[config.mk]
export PLATFORM = sky130hd
export DESIGN_NAME = event_stream_data_extractor
export DESIGN_NICKNAME = d
export VERILOG_FILES = /design/src/esde_pkg.sv /design/src/esde_parse.sv /design/src/event_stream_data_extractor.sv
export SDC_FILE = /design/constraint.sdc
export NUM_CORES = 1
export LEC_CHECK = 0
export ABC_AREA = 1
export ABC_CLOCK_PERIOD_IN_PS = 4400
export BUFFER_PORTS_ARGS = -buffer_cell sky130_fd_sc_hd__buf_2
export CAP_MARGIN = 10
export CORE_MARGIN = 1
export CORE_UTILIZATION = 59
export CTS_BUF_LIST = sky130_fd_sc_hd__clkbuf_8
export CTS_CLUSTER_DIAMETER = 100
export CTS_CLUSTER_SIZE = 28
export DETAILED_ROUTE_END_ITERATION = 10
export HOLD_SLACK_MARGIN = 0.05
export PLACE_DENSITY = 0.83
export SYNTH_ARGS = -nofsm -noshare
export SYNTH_HDL_FRONTEND = slang
export SYNTH_SLANG_ARGS = --single-unit
[constraint.sdc]
create_clock -name clk -period 4.4 [get_ports clk]
set_input_delay 0.22 -clock clk [delete_from_list [all_inputs] [get_ports clk]]
set_output_delay 0.22 -clock clk [all_outputs]
set_load 0.02 [all_outputs]
[src/esde_pkg.sv]
// Package for the event-stream data extractor.
// Byte constants and the result type shared by the parser and the top level.
// No dependencies.
package esde_pkg;

	localparam int unsigned ByteW = 8;

	localparam logic [ByteW-1:0] BYTE_NL    = 8'd10;
	localparam logic [ByteW-1:0] BYTE_D     = 8'h64;
	localparam logic [ByteW-1:0] BYTE_A     = 8'h61;
	localparam logic [ByteW-1:0] BYTE_T     = 8'h74;
	localparam logic [ByteW-1:0] BYTE_COLON = 8'h3a;
	localparam logic [ByteW-1:0] BYTE_SPACE = 8'h20;

	typedef struct packed {
		logic             valid;
		logic [ByteW-1:0] payload_byte;
		logic             frame_end;
	} result_t;

endpackage

[src/esde_parse.sv]
// Line parser of the event-stream data extractor: holds the line state and
// works out the result of one byte in the same cycle.
// Depends on esde_pkg.
module esde_parse (
	input  logic                          clk,
	input  logic                          arst_n,
	input  logic                          accept,
	input  logic [esde_pkg::ByteW-1:0]    stream_byte,
	output esde_pkg::result_t             res
);

	typedef enum logic [2:0] {
		PH_START,
		PH_D,
		PH_DA,
		PH_DAT,
		PH_DATA,
		PH_COLON,
		PH_PAYLOAD,
		PH_IGNORE
	} phase_t;

	phase_t phase_q, phase_d;
	logic   after_nl_q, after_nl_d;
	logic   nonempty_q, nonempty_d;

	always_comb begin
		phase_d          = phase_q;
		after_nl_d       = after_nl_q;
		nonempty_d       = nonempty_q;
		res.valid        = 1'b0;
		res.payload_byte = stream_byte;
		res.frame_end    = 1'b0;
		if (stream_byte == esde_pkg::BYTE_NL) begin
			phase_d = PH_START;
			if (after_nl_q) begin
				// second newline of a pair closes the frame
				res.valid        = nonempty_q;
				res.frame_end    = 1'b1;
				res.payload_byte = '0;
				nonempty_d       = 1'b0;
				after_nl_d       = 1'b0;
			end else begin
				after_nl_d = 1'b1;
			end
		end else begin
			after_nl_d = 1'b0;
			unique case (phase_q)
				PH_START:
					phase_d = (stream_byte == esde_pkg::BYTE_D) ? PH_D : PH_IGNORE;
				PH_D:
					phase_d = (stream_byte == esde_pkg::BYTE_A) ? PH_DA : PH_IGNORE;
				PH_DA:
					phase_d = (stream_byte == esde_pkg::BYTE_T) ? PH_DAT : PH_IGNORE;
				PH_DAT:
					phase_d = (stream_byte == esde_pkg::BYTE_A) ? PH_DATA : PH_IGNORE;
				PH_DATA: begin
					if (stream_byte == esde_pkg::BYTE_COLON) begin
						// join a further data line with a newline
						phase_d          = PH_COLON;
						res.valid        = nonempty_q;
						res.payload_byte = esde_pkg::BYTE_NL;
					end else begin
						phase_d = PH_IGNORE;
					end
				end
				PH_COLON: begin
					// drop one leading space
					phase_d = PH_PAYLOAD;
					if (stream_byte != esde_pkg::BYTE_SPACE) begin
						res.valid  = 1'b1;
						nonempty_d = 1'b1;
					end
				end
				PH_PAYLOAD: begin
					res.valid  = 1'b1;
					nonempty_d = 1'b1;
				end
				PH_IGNORE:
					phase_d = PH_IGNORE;
			endcase
		end
		if (!accept) begin
			phase_d    = phase_q;
			after_nl_d = after_nl_q;
			nonempty_d = nonempty_q;
			res.valid  = 1'b0;
		end
	end

	always_ff @(posedge clk or negedge arst_n) begin
		if (!arst_n) begin
			phase_q    <= PH_START;
			after_nl_q <= 1'b0;
			nonempty_q <= 1'b0;
		end else begin
			phase_q    <= phase_d;
			after_nl_q <= after_nl_d;
			nonempty_q <= nonempty_d;
		end
	end

endmodule

[src/event_stream_data_extractor.sv]
// Top level of the event-stream data extractor: parser plus output register
// and skid stage. Depends on esde_pkg and esde_parse.
//
//   channel | handshake            | payload
//   input   | in_valid / in_ready  | stream_byte
//   output  | out_valid / out_ready| payload_byte, frame_end
//
// One byte per clock while in_ready is high; each result is registered in the
// output stage. The line state is updated in the accepting cycle, so bytes
// may follow back to back. A stalled output parks one result in the skid
// stage; in_ready drops only while that stage is full. Reset clears all line
// state and the valid flags of both stages; in_ready is high out of reset.
module event_stream_data_extractor (
	input  logic                       clk,
	input  logic                       arst_n,
	input  logic                       in_valid,
	output logic                       in_ready,
	input  logic [esde_pkg::ByteW-1:0] stream_byte,
	output logic                       out_valid,
	input  logic                       out_ready,
	output logic [esde_pkg::ByteW-1:0] payload_byte,
	output logic                       frame_end
);

	esde_pkg::result_t res;
	esde_pkg::result_t out_q, skid_q;
	logic              out_valid_q, skid_valid_q;
	logic              accept;

	assign in_ready = !skid_valid_q;
	assign accept   = in_valid && in_ready;

	esde_parse u_parse (
		.clk         (clk),
		.arst_n      (arst_n),
		.accept      (accept),
		.stream_byte (stream_byte),
		.res         (res)
	);

	always_ff @(posedge clk or negedge arst_n) begin
		if (!arst_n) begin
			out_valid_q  <= 1'b0;
			skid_valid_q <= 1'b0;
		end else if (out_ready || !out_valid_q) begin
			out_valid_q  <= skid_valid_q || res.valid;
			skid_valid_q <= 1'b0;
		end else if (res.valid) begin
			skid_valid_q <= 1'b1;
		end
	end

	// payload: move skid or fresh result forward, park a result when stalled
	always_ff @(posedge clk) begin
		if (out_ready || !out_valid_q) begin
			out_q <= skid_valid_q ? skid_q : res;
		end else if (res.valid) begin
			skid_q <= res;
		end
	end

	assign out_valid    = out_valid_q;
	assign payload_byte = out_q.payload_byte;
	assign frame_end    = out_q.frame_end;

endmodule

==> impl_metrics.toml, run 1 <==
[die]
die_h_microns = 49.5
dieArea_sq_um = 2450
ios = 23
num_rows = 16
start_util_pct = 65.1
core_sq_um = 2040
die_w_microns = 49.5

[setup_path]
worst_ep_arrival_time_ps = 2160
critPathLaunchType = "flip-flop"
cp-end-kind = "flip-flop"
path_max_fanout = 17
worstSetupPathType = "flip-flop to flip-flop"
worstPathRequired_ps = 4290

[pwr]
power_density_nw_per_um2 = 420
totalPowerFinal_uw = 634
power_leakage_nw = 0.702
max-vdd-ir-drop_mv = 0.296

[synth]
asyncSetResetFlopFracSynth_pct = 28.0
synthTopCellsByCount = "nand2_1, inv_1, edfxtp_1, nand3_1"
synth_top_area_cell = "edfxtp_1"
synth_top_area_share_pct = 40.7
syn_inst = 151
synth_edf_count = 18
syn-num-nets = 163
syn_avg_cell_area_sq_um = 8.80
yosysMostFrequentCell = "nand2_1"
syn-cell-area_sq_um = 1330
ys.flop_type = "edfxtp_1"
synth_area_leaders = "edfxtp_1, dfrtp_1, nand2_1"
synth.distinct_cells = 23
seq_area_frac_synth_pct = 53.9
yosysWarnings = 0
ys_ff_latch = 25

[sta]
rsz0062_at_grt = "false"
fmax_mhz = 442
worst_clock_skew_ps = 7.02
worstMarginPinSlew_ps = 911
finalSetupViolations = 0
finalCritPeriodShare_pct = 51.4
hold_viol = 0
fin_setup_tns_ps = 0
period_minus_slack_ps = 2260
setup_ws_ps = 2140
final_max_slew_viol_count = 0
relSlewSlack_pct = 39.3
hold_ws_ps = 179

[routing]
vias_per_cell = 5.44
drt_first_pass_iters = 7
drt_iter0_drc = 47
routed_wl_microns = 2520
drc = 1
num_vias = 1087
drtAntennaViolNets = 0
wl_per_cell_microns = 12.6

[cts]
numClockSinks = 25
cts_buffers = 3
post_cts_buffers = 0
cts_tree = "yes"
root_buffer = "clkbuf_8"
insertion_delay_ps = 270
clk_pin_slew_ps = 90
cts_htree_levels = 1
cts_buffer_depth = 2

[cells_and_area]
syn_to_final_growth_pct = 13.6
fill_cells = 164
diodes = 0
nets = 186
final_cells = 200
seqCellArea_sq_um = 716
drive_gt1_share_pct = 26.0
design_area_sq_um = 1510
multi_input_area_sq_um = 489
fin_util_pct = 73.9

[placement]
post_dp_cell_area_sq_um = 1450
dp_hpwl_microns = 1990
gp_congestion = 0.863
io_buffer_count = 22
dp_cells = 195
place_ws_ps = 2180

[run]
maxCapViolCount = 0

[global_route]
grt_pass1_wl_microns = 4100
first_global_vias = 992
grt_max_degree = 18
antenna_found_initial = 0
grtUsageTotal_pct = 22.3
overflow = 0

[worst_hold_path]
min_path_type = "input port to flip-flop"

[run_status]
status = "finished, violations left"
violations = "DRC"
-- layer usage --
| layer | share of wire [%] | GRT usage, % | up-vias | wire length, microns |
|---|---|---|---|---|
| met1 | 41 | 25.8 | 499 | 1040 |
| met5 | 0 | 0 | - | 0 |
| met3 | 5.7 | 3.09 | 6 | 144 |
| met2 | 52 | 41.3 | 50 | 1300 |
| met4 | 1.2 | 8.57 | 0 | 31 |
| li1 | - | - | 532 | - |
-- worst max-delay path: stages, from the launching register on --
cell	delay [ps]
dfrtp_1	560
inv_4	170
nand2_4	90
inv_2	70
nand3_1	70
nor2_1	130
nand2_2	80
a21oi_1	710
-- kinds of logic (layout without fill, tap and decap cells) --
| family | after synthesis | count (layout) | share of synthesized area [%] |
|---|---|---|---|
| and+or+nand+nor | 78 | 78 | 30.2 |
| buffers and inverters | 32 | 54 | 9.32 |
| DFF | 25 | 25 | 53.9 |
| AOI/OAI and AO/OA | 16 | 16 | 6.59 |
-- final timing paths --
path	startpoint	endpoint	slack [ps]	cells past startpoint
min in group asynchronous	arst_n	u_parse.phase_q[2]$_DFFE_PN0P_	300	2
worst min register to register	u_parse.after_nl_q$_DFFE_PN0P_	u_parse.after_nl_q$_DFFE_PN0P_	530	1
worst max register to register	skid_valid_q$_DFFE_PN0P_	skid_q[5]$_DFFE_PP_	2140	7
max in group asynchronous	arst_n	skid_valid_q$_DFFE_PN0P_	3950	2
worst max-delay path	skid_valid_q$_DFFE_PN0P_	skid_q[5]$_DFFE_PP_	2140	7
worst min-delay path	stream_byte[0]	skid_q[1]$_DFFE_PP_	180	1
-- final cells by class --
type	count	share of cell area [%]
clock inverter	1	0.332
tap	27	2.24
timing repair buffer	23	7.96
clock buffer	3	2.74
inverter	27	6.88
multi-input combinational	94	32.4
sequential	25	47.4
-- sequential cells by signal (all words and copies together) (netlist names) --
register / flops
u_parse.nonempty_q: 1
skid_valid_q: 1
payload_byte: 8
u_parse.phase_q: 3
out_valid: 1
u_parse.after_nl_q: 1
frame_end: 1
skid_q: 9
-- what timing repair did --
| action | 4_1_cts | 5_1_grt |
|---|---|---|
| hold buffers | 1 | 0 |
| gates resized for setup | 0 | 0 |
| endpoints found under the hold margin | 7 | 0 |
-- power breakdown --
part | internal (mW) | total [mW] | switching, mW
clock network | 0.0633 | 0.133 | 0.0696
logic | 0.0620 | 0.188 | 0.126
registers | 0.288 | 0.314 | 0.0257
-- placed cells by master, fill, tap and decap left out --
cell type and count:
clkbuf_8 3, dfrtp_1 7, buf_2 22, inv_2 5, a21oi_1 2, inv_1 21
o22ai_1 2, clkinv_2 1, dlygate4sd3_1 1, edfxtp_1 18, nand4_1 6, nor2_2 2
nand2_1 35, nor3_1 3, nor2_1 10, nand4_4 1, nand3_2 1, o21bai_1 1
nand2_4 1, nor2_4 4, nand2_2 4, a21o_1 1, nand3_1 11, o21ai_0 10
inv_4 1
(Power assumes the default switching activity.)
==> run 2: changes to the inputs <==
Settings changed: ABC_AREA 1 to 0, ABC_CLOCK_PERIOD_IN_PS 4400 to 2300, CORE_UTILIZATION 59 to 56, PLACE_DENSITY 0.83 to 0.8.
Clock period 4.4 ns to 2.3 ns, I/O delays scaled along.
==> impl_metrics.toml, run 2 <==
[setup_path]
cp_top_family = "simple AND/OR/NAND/NOR gates"
r2r_end = "skid_q[5]$_DFFE_PP_"
slowest_stage = "or4bb_1"
cp-end-kind = "flip-flop"
worstSetupPathType = "flip-flop to flip-flop"
path_buf_inv = 0
reg2reg_depth = 5
path_cells = "or4bb_1 -> nor4_2 -> a41oi_1 -> o41ai_1 -> and2_2"
worst_ep_arrival_time_ps = 2110
cp_slowest_stage_delay_ps = 520
r2r_slack_ps = 150
path_max_fanout = 9
critPathLaunchType = "flip-flop"
r2r-start = "u_parse.phase_q[1]$_DFFE_PN0P_"
worstPathRequired_ps = 2260

[placement]
dp_cells = 150
dp_hpwl_microns = 1750
io_buffer_count = 22
post_dp_cell_area_sq_um = 1380
gp_congestion = 0.920

[sta]
period_minus_slack_ps = 2150
worstMarginPinSlew_ps = 500
fin_setup_tns_ps = 0
worst_clock_skew_ps = 1.45
finalCritPeriodShare_pct = 93.5
hold_viol = 0
fmax_mhz = 465
finalSetupViolations = 0
final_max_slew_viol_count = 0
hold_ws_ps = 73.4
relSlewSlack_pct = 66.2
rsz0062_at_grt = "false"

[synth]
synthTopCellsByCount = "edfxtp_1, nand2_1, dfrtp_1"
syn_inst = 104
yosysMostFrequentCell = "edfxtp_1"
syn-cell-area_sq_um = 1240
synth_area_leaders = "edfxtp_1, dfrtp_1, mux2_2"
synth_top_area_cell = "edfxtp_1"
synth_edf_count = 18
syn-num-nets = 116
ys.flop_type = "edfxtp_1"
synth_top_area_share_pct = 43.5
yosysWarnings = 0
syn_avg_cell_area_sq_um = 11.9
synth.distinct_cells = 38
ys_ff_latch = 25
seq_area_frac_synth_pct = 57.6
asyncSetResetFlopFracSynth_pct = 28.0

[routing]
drt_first_pass_iters = 4
wl_per_cell_microns = 16.0
vias_per_cell = 5.87
drtAntennaViolNets = 0
num_vias = 910
routed_wl_microns = 2470
drt_iter0_drc = 21
drc = 0

[run_status]
status = "completed"

[worst_hold_path]
min_path_type = "input port to flip-flop"
min_path_cells = 1
worstHoldStart = "stream_byte[6]"
hold_end = "skid_q[7]$_DFFE_PP_"

[pwr]
swShare_pct = 33.6
power_frac_seq_pct = 50.2
max-vdd-ir-drop_mv = 0.619
intPower_uw = 841
power_leakage_nw = 0.580
power_density_nw_per_um2 = 880
totalPowerFinal_mw = 1.27
switching_power_uw = 426
pwr-share-clk_pct = 20.1
p_comb_share_pct = 29.8

[cts]
clk_pin_slew_ps = 80
cts_buffers = 3
numClockSinks = 25
cts_htree_levels = 1
insertion_delay_ps = 260
cts_buffer_depth = 2
root_buffer = "clkbuf_8"
post_cts_buffers = 0
cts_tree = "yes"

[cells_and_area]
final_cell_mix = "buf_2, edfxtp_1, nand2_1"
final_cells = 155
largest-register = "skid_q"
diodes = 0
drive_gt1_share_pct = 34.4
multi_input_area_sq_um = 487
syn_to_final_growth_pct = 15.9
largest_register_ff_count = 9
final_common_cell = "buf_2"
seqCellArea_sq_um = 716
nets = 141
fill_cells = 135
design_area_sq_um = 1440

[die]
core_sq_um = 2020
die_w_microns = 49.1
dieArea_sq_um = 2410
num_rows = 16
die_h_microns = 49.1
ios = 23
start_util_pct = 61.4

[global_route]
first_global_vias = 911
antenna_found_initial = 0
grt_pass1_wl_microns = 4350
grtUsageTotal_pct = 24.0
overflow = 0
grt_max_degree = 15

[run]
maxCapViolCount = 0
[run 2: final cells by class]
class	instances	share of cell area, %
Clock buffer	3	2.87
Clock inverter	1	0.348
Inverter	6	1.56
Multi-Input combinational cell	68	33.8
Sequential cell	25	49.7
Tap cell	27	2.35
Timing Repair Buffer	25	9.38
[run 2: kinds of logic (layout without fill, tap and decap cells)]
| kind of cell | Yosys count | in the layout | synth area share, % |
|---|---|---|---|
| AOI/OAI and AO/OA | 18 | 18 | 10.8 |
| buffers and inverters | 11 | 35 | 3.32 |
| xor gates and xnor gates | 1 | 1 | 0.705 |
| muxes | 6 | 6 | 5.44 |
| and+or+nand+nor | 43 | 43 | 22.2 |
| DFF | 25 | 25 | 57.6 |
[run 2: stage by stage]
step | worst slack [ps] | util [%]
after global routing | 22.7 | 71.2
after global placement | 191 | 68.4
after CTS | 14.1 | 71.2
after floorplan | 219 | -
after detailed placement | 81.5 | 68.4
final | 149 | 71.2
[run 2: layer usage]
layer | part of all wire, % | GRT usage, % | up-vias
li1 | - | - | 433
met1 | 44 | 30.2 | 440
met2 | 50 | 42.0 | 29
met3 | 2.9 | 2.80 | 8
met4 | 2.5 | 9.31 | 0
met5 | 0 | 0 | -
[run 2: worst max path at each step]
stage	cells past startpoint	slack (ps)	to	start
floorplan	5	220	skid_q[0]$_DFFE_PP_	u_parse.phase_q[1]$_DFFE_PN0P_
global placement	5	190	skid_q[1]$_DFFE_PP_	u_parse.phase_q[1]$_DFFE_PN0P_
detailed placement	5	80	skid_q[3]$_DFFE_PP_	u_parse.phase_q[1]$_DFFE_PN0P_
CTS	5	10	skid_q[3]$_DFFE_PP_	u_parse.phase_q[1]$_DFFE_PN0P_
global route	5	20	skid_q[8]$_DFFE_PP_	u_parse.phase_q[1]$_DFFE_PN0P_
finish	5	150	skid_q[5]$_DFFE_PP_	u_parse.phase_q[1]$_DFFE_PN0P_
[run 2: power by group through the flow]
| stage | registers, mW | logic (mW) | clock network (mW) |
|---|---|---|---|
| 2_1_floorplan | 0.694 | 0.208 | 0 |
| 3_3_place_gp | 0.638 | 0.368 | 0 |
| 3_5_place_dp | 0.644 | 0.370 | 0 |
| 4_1_cts | 0.635 | 0.376 | 0.253 |
| 5_1_grt | 0.646 | 0.416 | 0.276 |
| 6_report | 0.636 | 0.377 | 0.254 |
[run 2: timing repair]
| action | in CTS | in global routing |
|---|---|---|
| hold endpoints to repair | 7 | 0 |
| endpoints found under the setup margin | 0 | 9 |
| hold buffers | 1 | 0 |
| gates resized for setup | 0 | 1 |
